### src/rtl/core/load_module_record_parser_defines.svh
// Assertion macros for the load-module record parser.
// Included by files that carry concurrent assertions; needs clk and rst in scope.
`ifndef LOAD_MODULE_RECORD_PARSER_DEFINES_SVH
`define LOAD_MODULE_RECORD_PARSER_DEFINES_SVH

// Same-cycle implication, checked out of reset.
`define LMRP_ASSERT_NOW(label, cond, expr, msg) \
  label: assert property (@(posedge clk) disable iff (rst) (cond) |-> (expr)) \
    else $error(msg);

// Next-cycle implication, checked out of reset.
`define LMRP_ASSERT_NEXT(label, cond, expr, msg) \
  label: assert property (@(posedge clk) disable iff (rst) (cond) |=> (expr)) \
    else $error(msg);

`endif

### src/rtl/core/lmrp_pkg.sv
// Types and constants for the load-module record parser.
// No dependencies; imported by load_module_record_parser.
`default_nettype none

package lmrp_pkg;

  // Record codes
  localparam logic [7:0] CODE_DATA = 8'd1;
  localparam logic [7:0] CODE_EXEC = 8'd2;
  localparam logic [7:0] CODE_STOP = 8'd3;

  // Length byte of zero means 256
  localparam logic [8:0] LEN_FULL     = 9'h100;
  // Data lengths below three wrap: L - 2 + 256
  localparam logic [8:0] DATA_LEN_ADJ = 9'h0FE;
  localparam logic [8:0] ADDR_BYTES   = 9'd2;
  localparam logic [8:0] LEN_ONE      = 9'd1;
  localparam logic [8:0] LEN_TWO      = 9'd2;
  localparam logic [8:0] LEN_SHORT    = 9'd3;

  // Result kinds
  localparam logic KIND_WRITE = 1'b0;
  localparam logic KIND_START = 1'b1;

  typedef enum logic [9:0] {
    PH_CODE    = 10'b00_0000_0001,
    PH_LEN     = 10'b00_0000_0010,
    PH_ADDR_LO = 10'b00_0000_0100,
    PH_ADDR_HI = 10'b00_0000_1000,
    PH_DATA    = 10'b00_0001_0000,
    PH_EXEC1   = 10'b00_0010_0000,
    PH_EXEC_LO = 10'b00_0100_0000,
    PH_EXEC_HI = 10'b00_1000_0000,
    PH_SKIP    = 10'b01_0000_0000,
    PH_HALT    = 10'b10_0000_0000
  } phase_t;

endpackage

`default_nettype wire

### src/rtl/core/load_module_record_parser.sv
// Load-module record parser: byte stream in, memory writes and start address out.
// Depends on lmrp_pkg and load_module_record_parser_defines.svh.
//
//   channel | direction | handshake            | payload
//   --------+-----------+----------------------+-------------------------------------
//   in      | into      | in_valid / in_stall   | file_byte, final_byte
//   out     | out of    | out_valid / out_stall | result_kind, target_address, write_data
//
// One byte per cycle unless a stalled output holds it back: an input register feeds
// the phase machine, whose result lands in the output register.
// rst is synchronous and active high; it returns the parser to expect record code.
// A stalled output only holds back bytes that produce a result; bytes that produce
// none keep flowing while a result waits.
`default_nettype none
`include "load_module_record_parser_defines.svh"

module load_module_record_parser (
  input  wire logic        clk,
  input  wire logic        rst,
  input  wire logic        in_valid,
  output logic             in_stall,
  input  wire logic [7:0]  file_byte,
  input  wire logic        final_byte,
  output logic             out_valid,
  input  wire logic        out_stall,
  output logic             result_kind,
  output logic [15:0]      target_address,
  output logic [7:0]       write_data
);

  import lmrp_pkg::*;

  // Input register
  logic       in_full;
  logic [7:0] in_byte;
  logic       in_final;

  // Parser state
  phase_t      phase, phase_next;
  logic [7:0]  record_code, record_code_next;
  logic [8:0]  bytes_remaining, bytes_remaining_next;
  logic [15:0] write_pointer, write_pointer_next;
  logic [7:0]  exec_low_byte, exec_low_byte_next;

  // Result of the current byte
  logic        emit;
  logic        emit_kind;
  logic [15:0] emit_addr;
  logic [7:0]  emit_data;

  logic [8:0]  len;
  logic        out_free;
  logic        step;

  assign out_free = !out_valid || !out_stall;
  assign step     = in_full && (!emit || out_free);
  assign in_stall = in_full && !step;

  assign len = (in_byte == 8'd0) ? LEN_FULL : {1'b0, in_byte};

  always_comb begin
    phase_next           = phase;
    record_code_next     = record_code;
    bytes_remaining_next = bytes_remaining;
    write_pointer_next   = write_pointer;
    exec_low_byte_next   = exec_low_byte;
    emit                 = 1'b0;
    emit_kind            = KIND_WRITE;
    emit_addr            = write_pointer;
    emit_data            = 8'd0;

    unique case (phase)
      PH_LEN: begin
        priority if (record_code == CODE_DATA) begin
          bytes_remaining_next = (len < LEN_SHORT) ? (len + DATA_LEN_ADJ)
                                                   : (len - ADDR_BYTES);
          phase_next = PH_ADDR_LO;
        end else if (record_code == CODE_EXEC) begin
          priority if (len == LEN_ONE) begin
            phase_next = PH_EXEC1;
          end else if (len == LEN_TWO) begin
            phase_next = PH_EXEC_LO;
          end else begin
            bytes_remaining_next = len;
            phase_next           = PH_SKIP;
          end
        end else if (record_code == CODE_STOP) begin
          phase_next = PH_HALT;
        end else begin
          bytes_remaining_next = len;
          phase_next           = PH_SKIP;
        end
      end
      PH_ADDR_LO: begin
        write_pointer_next = {write_pointer[15:8], in_byte};
        phase_next         = PH_ADDR_HI;
      end
      PH_ADDR_HI: begin
        write_pointer_next = {in_byte, write_pointer[7:0]};
        phase_next         = (bytes_remaining != 9'd0) ? PH_DATA : PH_CODE;
      end
      PH_DATA: begin
        emit                 = 1'b1;
        emit_kind            = KIND_WRITE;
        emit_addr            = write_pointer;
        emit_data            = in_byte;
        write_pointer_next   = write_pointer + 16'd1;
        bytes_remaining_next = bytes_remaining - 9'd1;
        if (bytes_remaining_next == 9'd0) begin
          phase_next = PH_CODE;
        end
      end
      PH_EXEC1: begin
        emit       = 1'b1;
        emit_kind  = KIND_START;
        emit_addr  = {8'd0, in_byte};
        phase_next = PH_CODE;
      end
      PH_EXEC_LO: begin
        exec_low_byte_next = in_byte;
        phase_next         = PH_EXEC_HI;
      end
      PH_EXEC_HI: begin
        emit       = 1'b1;
        emit_kind  = KIND_START;
        emit_addr  = {in_byte, exec_low_byte};
        phase_next = PH_CODE;
      end
      PH_SKIP: begin
        bytes_remaining_next = bytes_remaining - 9'd1;
        if (bytes_remaining_next == 9'd0) begin
          phase_next = PH_CODE;
        end
      end
      PH_HALT: begin
        phase_next = PH_HALT;
      end
      default: begin
        // expect record code; also catches stray encodings
        record_code_next = in_byte;
        phase_next       = PH_LEN;
      end
    endcase

    // last byte of the file rearms the parser
    if (in_final) begin
      phase_next           = PH_CODE;
      record_code_next     = 8'd0;
      bytes_remaining_next = 9'd0;
    end
  end

  // Input register
  always_ff @(posedge clk) begin
    if (rst) begin
      in_full <= 1'b0;
    end else if (!in_stall) begin
      in_full <= in_valid;
    end
  end

  always_ff @(posedge clk) begin
    if (in_valid && !in_stall) begin
      in_byte  <= file_byte;
      in_final <= final_byte;
    end
  end

  // Parser state
  always_ff @(posedge clk) begin
    if (rst) begin
      phase           <= PH_CODE;
      record_code     <= 8'd0;
      bytes_remaining <= 9'd0;
      write_pointer   <= 16'd0;
      exec_low_byte   <= 8'd0;
    end else if (step) begin
      phase           <= phase_next;
      record_code     <= record_code_next;
      bytes_remaining <= bytes_remaining_next;
      write_pointer   <= write_pointer_next;
      exec_low_byte   <= exec_low_byte_next;
    end
  end

  // Output register
  always_ff @(posedge clk) begin
    if (rst) begin
      out_valid <= 1'b0;
    end else if (step && emit) begin
      out_valid <= 1'b1;
    end else if (!out_stall) begin
      out_valid <= 1'b0;
    end
  end

  always_ff @(posedge clk) begin
    if (step && emit) begin
      result_kind    <= emit_kind;
      target_address <= emit_addr;
      write_data     <= emit_data;
    end
  end

  `LMRP_ASSERT_NOW(a_stall_needs_byte, in_stall, in_full, "in_stall without a held byte")
  `LMRP_ASSERT_NOW(a_start_zero_data, out_valid && (result_kind == KIND_START),
                   write_data == 8'd0, "start address with nonzero data")
  `LMRP_ASSERT_NEXT(a_pointer_advance, step && (phase == PH_DATA),
                    write_pointer == 16'($past(write_pointer) + 16'd1),
                    "write pointer did not advance after a data byte")
  `LMRP_ASSERT_NEXT(a_final_rearm, step && in_final,
                    (phase == PH_CODE) && (bytes_remaining == 9'd0) && (record_code == 8'd0),
                    "parser not rearmed after last byte")

endmodule

`default_nettype wire
### config.mk
export PLATFORM = sky130hd
export DESIGN_NAME = load_module_record_parser
export DESIGN_NICKNAME = d
export VERILOG_FILES = /design/src/rtl/core/lmrp_pkg.sv /design/src/rtl/core/load_module_record_parser.sv
export VERILOG_INCLUDE_DIRS = /design/src /design/src/rtl/core
export SDC_FILE = /design/constraint.sdc
export NUM_CORES = 1
export LEC_CHECK = 0
export ABC_CLOCK_PERIOD_IN_PS = 4000
export BUFFER_PORTS_ARGS = -buffer_cell sky130_fd_sc_hd__buf_2
export CORE_UTILIZATION = 50
export DETAILED_ROUTE_END_ITERATION = 10
export PLACE_DENSITY = 0.77
export RECOVER_POWER = 50
export SLEW_MARGIN = 20
export SYNTH_ARGS = -nofsm -noshare
export SYNTH_HDL_FRONTEND = slang
export SYNTH_SLANG_ARGS = --single-unit
export TNS_END_PERCENT = 5
### constraint.sdc
create_clock -name clk -period 4 [get_ports clk]
set_clock_uncertainty 0.2 [all_clocks]
set_input_delay 0.2 -clock clk [delete_from_list [all_inputs] [get_ports clk]]
set_output_delay 0.2 -clock clk [all_outputs]
set_load 0.02 [all_outputs]
# Word level (Yosys, flattened, before mapping)
# Cells that the tools add are included.
# totals
out_inout_bits	27
regBits	87
input_bits	13
# classes
bitwise_logic	2
n_addsub	4
reduce_logical	27
muxes	26
order_cmp	1
eq_ne	20
# op_table
cell	count
$mux W9	10
$pmux W10 S7	1
$mux W10	5
$pmux W16 S3	1
$pmux W16 S2	1
$pmux W9 S2	1
$add A16 B1 Y16 const B	1
$eq A8 B2 Y1 const B	2
$mux W8	2
$ne A5 B5 Y1 const B	3
$eq A10 B10 Y1 const B	1
$eq A10 B2 Y1 const B	1
$eq A10 B3 Y1 const B	1
$eq A10 B4 Y1 const B	1
$eq A10 B5 Y1 const B	1
$eq A10 B6 Y1 const B	1
$eq A10 B7 Y1 const B	1
$eq A10 B8 Y1 const B	1
$eq A10 B9 Y1 const B	1
$add A9 B8 Y9 const B	1
$eq A9 B1 Y1 const B	1
$eq A9 B2 Y1 const B	1
$logic_not A9 Y1	1
$lt A9 B2 Y1 const B	1
21 further kinds	39

# Depth between registers and ports, before layout
# Gate-level depths: netlist of run 1.
# depth
depth_word	10
ltp_mapped	10

# Worst setup path before layout of run 1
# Ideal clock, no wire load.
# synth_timing
path_type	reg-to-reg
from	register phase[2]
to	register result_kind (enable)
path_slack_ns	0.190
path_stages_with_launch	8
path_buffers	4
synth_period_minus_slack_ns	3.810
setup_ns	0.415
required_ns	3.385
t_arrival_ns	3.195
cell_sequence	dfxtp_1 buf_6 or4_4 buf_6 or4_1 buf_2 clkbuf_1 a21oi_1
# synth_between
elab_chain_cells	7
# synth_lines
element	line	rtl
start: declaration	load_module_record_parser.sv:39	phase_t phase, phase_next;
start signal: assignment	load_module_record_parser.sv:178	phase <= phase_next;
$eq A10 B5 Y1 (tied with other cells)	load_module_record_parser.sv:72	unique case (phase)
$reduce_or A3 Y1 (no line) *	--	
$mux W1 *	load_module_record_parser.sv:72	
$logic_not A1 Y1	load_module_record_parser.sv:56	assign step = in_full && (!emit || out_free);
$logic_or A1 B1 Y1	load_module_record_parser.sv:56	
$logic_and A1 B1 Y1	load_module_record_parser.sv:56	
$logic_and A1 B1 Y1 *	load_module_record_parser.sv:198	if (step && emit) begin
end signal: assignment	load_module_record_parser.sv:199	result_kind <= emit_kind;
end: declaration	load_module_record_parser.sv:26	output logic result_kind,
# Mark *: on every way between the ends. The rest lies on a longest branch, timed or not.
# A chain may end at the register's enable or synchronous reset.

# Worst setup path in the final report of run 1
# layout_timing
from	register phase[2]
to	output port in_stall
# layout_between
elab_chain_cells	8
# layout_lines
element	line	rtl
$eq A10 B5 Y1 (tied with other cells)	load_module_record_parser.sv:72	
$reduce_or A3 Y1 (no line) *	--	
$mux W1 *	load_module_record_parser.sv:72	
$logic_not A1 Y1 *	load_module_record_parser.sv:56	
$logic_or A1 B1 Y1 *	load_module_record_parser.sv:56	
$logic_and A1 B1 Y1 *	load_module_record_parser.sv:56	
$logic_not A1 Y1 *	load_module_record_parser.sv:57	assign in_stall = in_full && !step;
$logic_and A1 B1 Y1 *	load_module_record_parser.sv:57	
end: declaration	load_module_record_parser.sv:21	output logic in_stall,
# Marks and branches as above.

==> impl_metrics.ini, run 1 <==
[run_status]
status = finished clean

[synthesis]
synth_xor_area_share_pct = 5.07
synthFlopType = dfxtp_1
synth.largest_area_cell = dfxtp_1
synth.avg_cell_area_sq_um = 9.37
yosys.area_share.simple_pct = 22.3
synth_top_family_by_area = simple AND/OR/NAND/NOR gates
syn_area_sq_um = 4670
ys_warn_count = 0
yosysTopAreaCellShare_pct = 22.7
synthArstFlopShare_pct = 0
synth_compound_area_share_pct = 16.8
synth-adder-area-share_pct = 1.34
synth_cell_types = 69
synthCells = 498
seq_area_frac_synth_pct = 44.6
synth_edf_count = 34
synthMuxAreaShare_pct = 4.56
syn_nets = 516
synth_area_leaders = dfxtp_1 23%, edfxtp_1 22%, nor2_1 4.7%
ys_seq_elements = 87

[final_layout]
area_delta_synth_final_pct = 8.71
final_nets = 543
drive_above_1_share_pct = 10.0
final_util_pct = 57.1
nFillCells = 795
antennaDiodeCount = 0
final_cells = 638

[place]
hpwl_microns = 7760
place.port_buffers = 39
gp_congestion = 0.995
place_inst = 612

[clocking]
cts-resized-gates = 0
numCtsBuffers = 9
clk_path_buf_depth = 2
cts_tree = yes
htreeDepth = 3
clock-sinks = 87
holdBufCountCts = 10
clk_pin_slew_worst_paths_ps = 80
clk_latency_ps = 370
cts-root-buf = clkbuf_8
cts_setup_buffers = 0

[power_and_ir_drop]
pwr-share-seq_pct = 57.1
vdd_drop_max_mv = 0.304
power_density_nw_per_um2 = 334
p_leak_nw = 1.77
p_clk_share_pct = 36.6
combinationalPowerShare_pct = 6.4
p_int_mw = 1.27
p_switching_mw = 0.427
p_sw_share_pct = 25.2

[routing]
vias_per_cell = 6.27
drt_iter0_drc = 345
wl_microns = 11400
post_drt_wl_per_cell_microns = 17.9
drc = 0
ant_nets = 0
vias = 3999
drt-pass1-iter-count = 5

[die]
initial_utilization_pct = 52.5
die_area_sq_um = 9730
core-area_sq_um = 8890
die_width_microns = 98.6
rows = 34
die_h_microns = 98.6
io_pins = 40

[critical_path]
crit_arrival_ps = 3150
critPathKind = register to primary output
required_ps = 3600
worstSetupStartpointType = register
crit_fanout = 17
setup.worst_path.end_class = primary output

[grt]
grt_pass1_vias = 3796
antenna_found_initial = 0
track_usage_pct = 24.6
grt_max_degree = 34
grt_pass1_wl_microns = 18600
grt.overflow.total = 0

[timing]
setup_viol = 0
fin_crit_ps = 3550
max_freq_ghz = 0.282
slew_viol_final = 0
slew_headroom_pct = 39.3
whs_ps = 105
setup_tns_ps = 0
rsz0062_at_grt = no
tightest_slew_ps = 908
report.final.hold_viol_count = 0
timing.final.crit_share_pct = 88.8

[run]
drv_cap = 0

[min_path]
min_path_type = input port to register
## through the flow
stage / area, sq um / total power, mW / worst slack (ps)
6_report: 5070 / 1.70 / 450
5_1_grt: 5070 / 1.75 / 354
4_1_cts: 5150 / 1.70 / 671
3_5_place_dp: 4860 / 1.09 / 969
3_3_place_gp: 4860 / 1.08 / 1050
2_1_floorplan: 4670 / 1.05 / 190
## metal layers
layer	part of all wire [%]	wire length [microns]	track usage [%]	vias up
met5	0	0	0	-
met4	2.8	325	10.6	0
met3	7.9	909	5.53	28
met2	48	5490	41.7	190
met1	41	4720	30.1	1903
li1	-	-	-	1878
## flip-flops by register name, summed over array words and instances, names as in the netlist
| name | flops |
|---|---|
| bytes_remaining | 9 |
| write_data | 8 |
| in_byte | 8 |
| write_pointer | 16 |
| exec_low_byte | 8 |
| target_address | 16 |
| out_valid | 1 |
| in_final | 1 |
| result_kind | 1 |
| in_full | 1 |
| record_code | 8 |
| phase | 10 |
## path summary, 6_finish.rpt
| check | cells after the start | startpoint | to | slack (ps) |
|---|---|---|---|---|
| max | 6 | phase[2] | in_stall | 450 |
| min | 3 | out_stall | out_valid | 110 |
| min reg2reg | 1 | record_code[3] | record_code[3] | 290 |
| max reg2reg | 6 | phase[2] | in_byte[2] | 720 |
## cell families (layout without fill, tap and decap cells)
logic type,Yosys count,count (layout)
buffers and inverters,51,83
AO/OA/AOI/OAI,108,108
AND/OR/NAND/NOR,199,199
adder cells (fa/ha/maj),5,5
XOR/XNOR,27,27
flip-flops,87,87
multiplexers,21,21
## placed cells by master, fill, tap and decap left out, types with 5 or more instances in the layout
master / n
clkbuf_8: 9
inv_1: 11
nand3_1: 19
a221oi_1: 6
a22o_1: 16
a31o_2: 7
buf_2: 13
nand2_1: 40
dfxtp_1: 53
xnor2_1: 16
nand4_1: 7
a22oi_1: 9
edfxtp_1: 34
o21ai_0: 18
clkbuf_1: 29
a21oi_1: 18
or3_1: 6
nor3b_1: 6
nor2_1: 58
ha_1: 5
xor2_1: 11
dlygate4sd3_1: 10
nor3_1: 20
mux2i_1: 19
nor4_1: 9
## critical path, stage by stage, from the launching register on
cell and delay [ps]:
dfxtp_1 420, or4_1 710, or4_1 870, inv_1 220, o21ai_1 90, nor2_1 230, buf_2 230
## power by group through the flow
stage / Combinational, mW / Sequential, mW / Clock, mW
6_report: 0.108 / 0.967 / 0.620
5_1_grt: 0.119 / 0.969 / 0.665
4_1_cts: 0.108 / 0.965 / 0.627
3_5_place_dp: 0.0994 / 0.986 / 0
3_3_place_gp: 0.0968 / 0.985 / 0
2_1_floorplan: 0.0911 / 0.958 / 0
## cell usage after synthesis (4+ instances only)
library cell and n:
nor2_1 58, dfxtp_1 53, nand2_1 40, edfxtp_1 34, clkbuf_1 22, nor3_1 20
a21oi_1 19, mux2i_1 19, nand3_1 19, o21ai_0 18, a22o_1 16, xnor2_1 16
xor2_1 11, inv_1 10, a22oi_1 9, nor4_1 9, buf_2 8, a31o_2 7
nand4_1 7, a221oi_1 6, nor3b_1 6, and2_1 5, ha_1 5, nor4b_1 5
or3_1 5, buf_4 4, nor2b_1 4
## layout make-up
type,instances,area (sq um),share of cell area (%)
multi-input combinational,360,2310,45.6
clock buffer,10,128,2.51
clock inverter,6,70.1,1.38
sequential,87,2080,41.0
inverter,12,45.0,0.888
tap,108,135,2.66
timing repair buffer,55,300,5.92
Note: power is estimated with default switching activity, not from simulation.
==> run 2, diff against run 1 <==
CORE_MARGIN = 5   (was not set)
RECOVER_POWER = not set   (was 50)
==> run 2 against run 1 <==
Total power up 5.9%. Cell count up 1.1%. Clock power up 16%. Via count up 0.88%. Highest routed layer unchanged.
==> impl_metrics.ini, run 2 (same netlist as run 1, synthesis figures left out) <==
[place]
hpwl_microns = 8040
place.port_buffers = 39
place_ws_ps = 842
gp_congestion = 0.976

[routing]
drt-pass1-iter-count = 5
vias_per_cell = 6.25
vias = 4034
drt_iter0_drc = 431
post_drt_wl_per_cell_microns = 18.0
wl_microns = 11600
ant_nets = 0
drc = 0

[power_and_ir_drop]
power_mw = 1.80
vdd_drop_max_mv = 0.259
power_density_nw_per_um2 = 343
p_leak_nw = 1.90

[critical_path]
worstReg2RegEnd = in_byte[6]
crit_fanout = 10
cp_slowest_cell = or4_1
setup.worst_path.end_class = primary output
crit_chain = or4_4, or4_1, buf_4, inv_2, o21ai_1, nor2_1, buf_2
required_ps = 3600
critPathKind = register to primary output
crit_family = simple AND/OR/NAND/NOR gates
critical_path_buf_inv_count = 3
reg2reg_depth = 7
crit_arrival_ps = 3030
worstSetupStartpointType = register
slowest_delay_ps = 700
reg2reg_from = phase[2]
reg2reg_setup_slack_ps = 810

[clocking]
clk_latency_ps = 370
clock-sinks = 87
cts-resized-gates = 0
cts_tree = yes
clk_pin_slew_worst_paths_ps = 90
cts-root-buf = clkbuf_8
clk_path_buf_depth = 2
numCtsBuffers = 9
htreeDepth = 3

[final_layout]
final_nets = 547
final_cell_mix = 58 x nor2_1, 53 x dfxtp_1, 40 x nand2_1, 39 x buf_2, 34 x edfxtp_1
drive_above_1_share_pct = 17.2
top_regs = target_address: 16 flops, write_pointer: 16 flops, phase: 10 flops
mostFrequentLayoutCell = nor2_1
area_delta_synth_final_pct = 12.0
antennaDiodeCount = 0

[timing]
finalWorstSetupSlack_ps = 573
fin_crit_ps = 3430
slew_viol_final = 0
report.final.hold_viol_count = 0
rsz0062_at_grt = no
setup_viol = 0
max_freq_ghz = 0.292
tightest_slew_ps = 956
timing.final.crit_share_pct = 85.7
slew_headroom_pct = 35.7
setup_tns_ps = 0

[die]
rows = 35
die_area_sq_um = 11400
die_width_microns = 107
initial_utilization_pct = 51.0
io_pins = 40
die_h_microns = 107
core-area_sq_um = 9150

[grt]
grt_max_degree = 34
grt_pass1_wl_microns = 19000
antenna_found_initial = 0
use_met2_pct = 35.5
track_usage_pct = 21.2
gr-max-usage-layer = met2
grt_pass1_vias = 3775
use_met1_pct = 26.6
grt.overflow.total = 0
met3_usage_pct = 4.33

[min_path]
hold_start = rst
min_path_type = input port to register
hold_end = phase[7]
whs_path_depth = 2

[run_status]
status = finished clean

[run]
drv_cap = 0
==> run 2: final cells by class <==
cell class | count | area, sq um
Sequential cell | 87 | 2080
Timing Repair Buffer | 59 | 373
Fill cell | 766 | 3920
Clock buffer | 12 | 188
Tap cell | 111 | 139
Multi-Input combinational cell | 360 | 2350
Clock inverter | 4 | 53.8
Inverter | 12 | 45.0
==> run 2: worst max-delay path by stage <==
stage,start,endpoint,slack [ps],depth (start not counted)
final,phase[2],in_stall,570,7
after global routing,phase[2],in_stall,430,7
after CTS,phase[2],in_stall,610,7
after detailed placement,phase[2],target_address[15],840,4
after global placement,phase[2],target_address[15],940,4
after floorplan,phase[2],result_kind,190,7
==> run 2: layer usage <==
metal / wire, microns / part of all wire [%] / vias up
met5: 0 / 0 / -
met4: 285 / 2.5 / 0
met3: 914 / 7.9 / 29
met2: 5650 / 49 / 197
met1: 4740 / 41 / 1908
li1: - / - / 1900
==> run 2: worst reg2reg max path, cell delays in order (launching register included) <==
cell	delay, ps
dfxtp_1	420
or4_4	660
or4_1	700
buf_4	260
inv_2	80
o21ai_1	70
nor2_1	240
nor2b_1	260
==> run 2: power breakdown <==
part / total, mW / internal, mW / switching, mW
combinational: 0.111 / 0.0467 / 0.0641
sequential: 0.967 / 0.930 / 0.0374
clock: 0.718 / 0.387 / 0.332
total: 1.80 / 1.36 / 0.433
==> run 2: metrics by stage <==
stage,area (sq um),cells,util (%),hold WS (ps)
finish,5230,645,57.1,173
global route,5230,645,57.1,170
CTS,5230,645,57.1,157
detailed placement,4880,618,53.3,178
global placement,4880,618,53.3,177
floorplan,4670,498,-,98.9
==> run 2: repair_timing <==
item | CTS | global route
hold endpoints to repair | 11 | 0
hold buffers | 11 | 0
buffers inserted | 0 | 0
==> run 3, diff against run 2 <==
ABC_CLOCK_PERIOD_IN_PS = 3770   (was 4000)
PLACE_DENSITY = 0.75   (was 0.77)
clock period = 3.77 ns   (was 4 ns; I/O delays follow)
==> run 3 against run 2 <==
Setup slack worse by 130 ps. Non-clock buffer count fell by 4. Routed wire length is 1.4% higher.
==> impl_metrics.ini, run 3 (same netlist as run 1, synthesis figures left out) <==
[run]
drv_cap = 0

[critical_path]
crit_arrival_ps = 2940
reg2reg_depth = 6
setup.worst_path.end_class = primary output
critPathKind = register to primary output
crit_fanout = 17
reg2reg_setup_slack_ps = 700
required_ps = 3380
worstSetupStartpointType = register

[power_and_ir_drop]
power_mw = 1.81
p_leak_nw = 1.85
power_density_nw_per_um2 = 350
vdd_drop_max_mv = 0.267

[grt]
grt_max_degree = 34
track_usage_pct = 21.2
antenna_found_initial = 0
grt_pass1_vias = 3822
grt.overflow.total = 0
grt_pass1_wl_microns = 19100

[die]
rows = 35
die_width_microns = 107
core-area_sq_um = 9150
die_area_sq_um = 11400
io_pins = 40
initial_utilization_pct = 51.0
die_h_microns = 107

[timing]
slew_viol_final = 0
timing.final.crit_share_pct = 88.2
tightest_slew_ps = 818
setup_viol = 0
finalWorstSetupSlack_ps = 444
setup_tns_ps = 0
report.final.hold_viol_count = 0
fin_crit_ps = 3330
max_freq_ghz = 0.301
rsz0062_at_grt = no
slew_headroom_pct = 45.4

[clocking]
cts_setup_buffers = 0
numCtsBuffers = 9
clk_path_buf_depth = 2
htreeDepth = 3
cts-resized-gates = 0
clk_pin_slew_worst_paths_ps = 90
cts_tree = yes
clk_latency_ps = 360
cts-root-buf = clkbuf_8
clock-sinks = 87

[final_layout]
final_cells = 641
area_delta_synth_final_pct = 10.6
mostFrequentLayoutCell = nor2_1
final_cell_mix = 58 x nor2_1, 53 x dfxtp_1, 40 x nand2_1, 39 x buf_2, 34 x edfxtp_1
final_nets = 543
drive_above_1_share_pct = 17.0
stdcell_area_sq_um = 5160
top_regs = target_address: 16 flops, write_pointer: 16 flops, phase: 10 flops
antennaDiodeCount = 0

[routing]
vias = 3943
drc = 0
drt-pass1-iter-count = 5
post_drt_wl_per_cell_microns = 18.3
wl_microns = 11700
drt_iter0_drc = 321
vias_per_cell = 6.15
ant_nets = 0

[place]
hpwl_microns = 8100
place.port_buffers = 39
place_ws_ps = 707
place_inst = 615
gp_congestion = 0.930
place_area_sq_um = 4850

[run_status]
status = finished clean

[min_path]
min_path_type = input port to register
whs_path_depth = 3
run 3: worst max-delay path: stages, from the launching register on:
cell     delay [ps]
dfxtp_1         410
or4_4           640
or4_1           850
inv_2           200
o21ai_1         100
nor2_1          170
buf_2           200
run 3: area by class of cell:
cell class                      count  area, sq um
Tap cell                          111          139
Clock buffer                        9          124
Multi-Input combinational cell    360         2350
Clock inverter                      7         76.3
Sequential cell                    87         2080
Inverter                           12         45.0
Timing Repair Buffer               55          340
Fill cell                         804         3990
run 3: per-stage QoR:
stage / util, % / hold slack [ps]
after global routing: 56.4 / 104
final: 56.4 / 115
after CTS: 56.3 / 78.8
after global placement: 53.0 / 166
after detailed placement: 53.0 / 168
after floorplan: - / 87.4
run 3: path summary, 6_finish.rpt:
kind / start / end
setup / recovery: phase[2] / in_stall
hold / removal: out_stall / out_valid
setup reg to reg: phase[2] / in_byte[1]
hold reg to reg: record_code[3] / record_code[3]
run 3: layer usage:
layer	global-route usage [%]	up-vias	routed length (microns)
li1	-	1874	-
met1	25.8	1868	4710
met2	37.2	168	5870
met3	4.21	33	821
met4	7.95	0	340
met5	0	-	0
run 3: power breakdown:
part	switching [mW]	internal (mW)	total (mW)
clock network	0.353	0.312	0.665
registers	0.0403	0.986	1.03
logic	0.0666	0.0493	0.116
run 3: what timing repair did:
item / in CTS / in global routing
hold endpoints to repair: 10 / 0
hold buffers: 10 / 0
endpoints found under the setup margin: 0 / 0
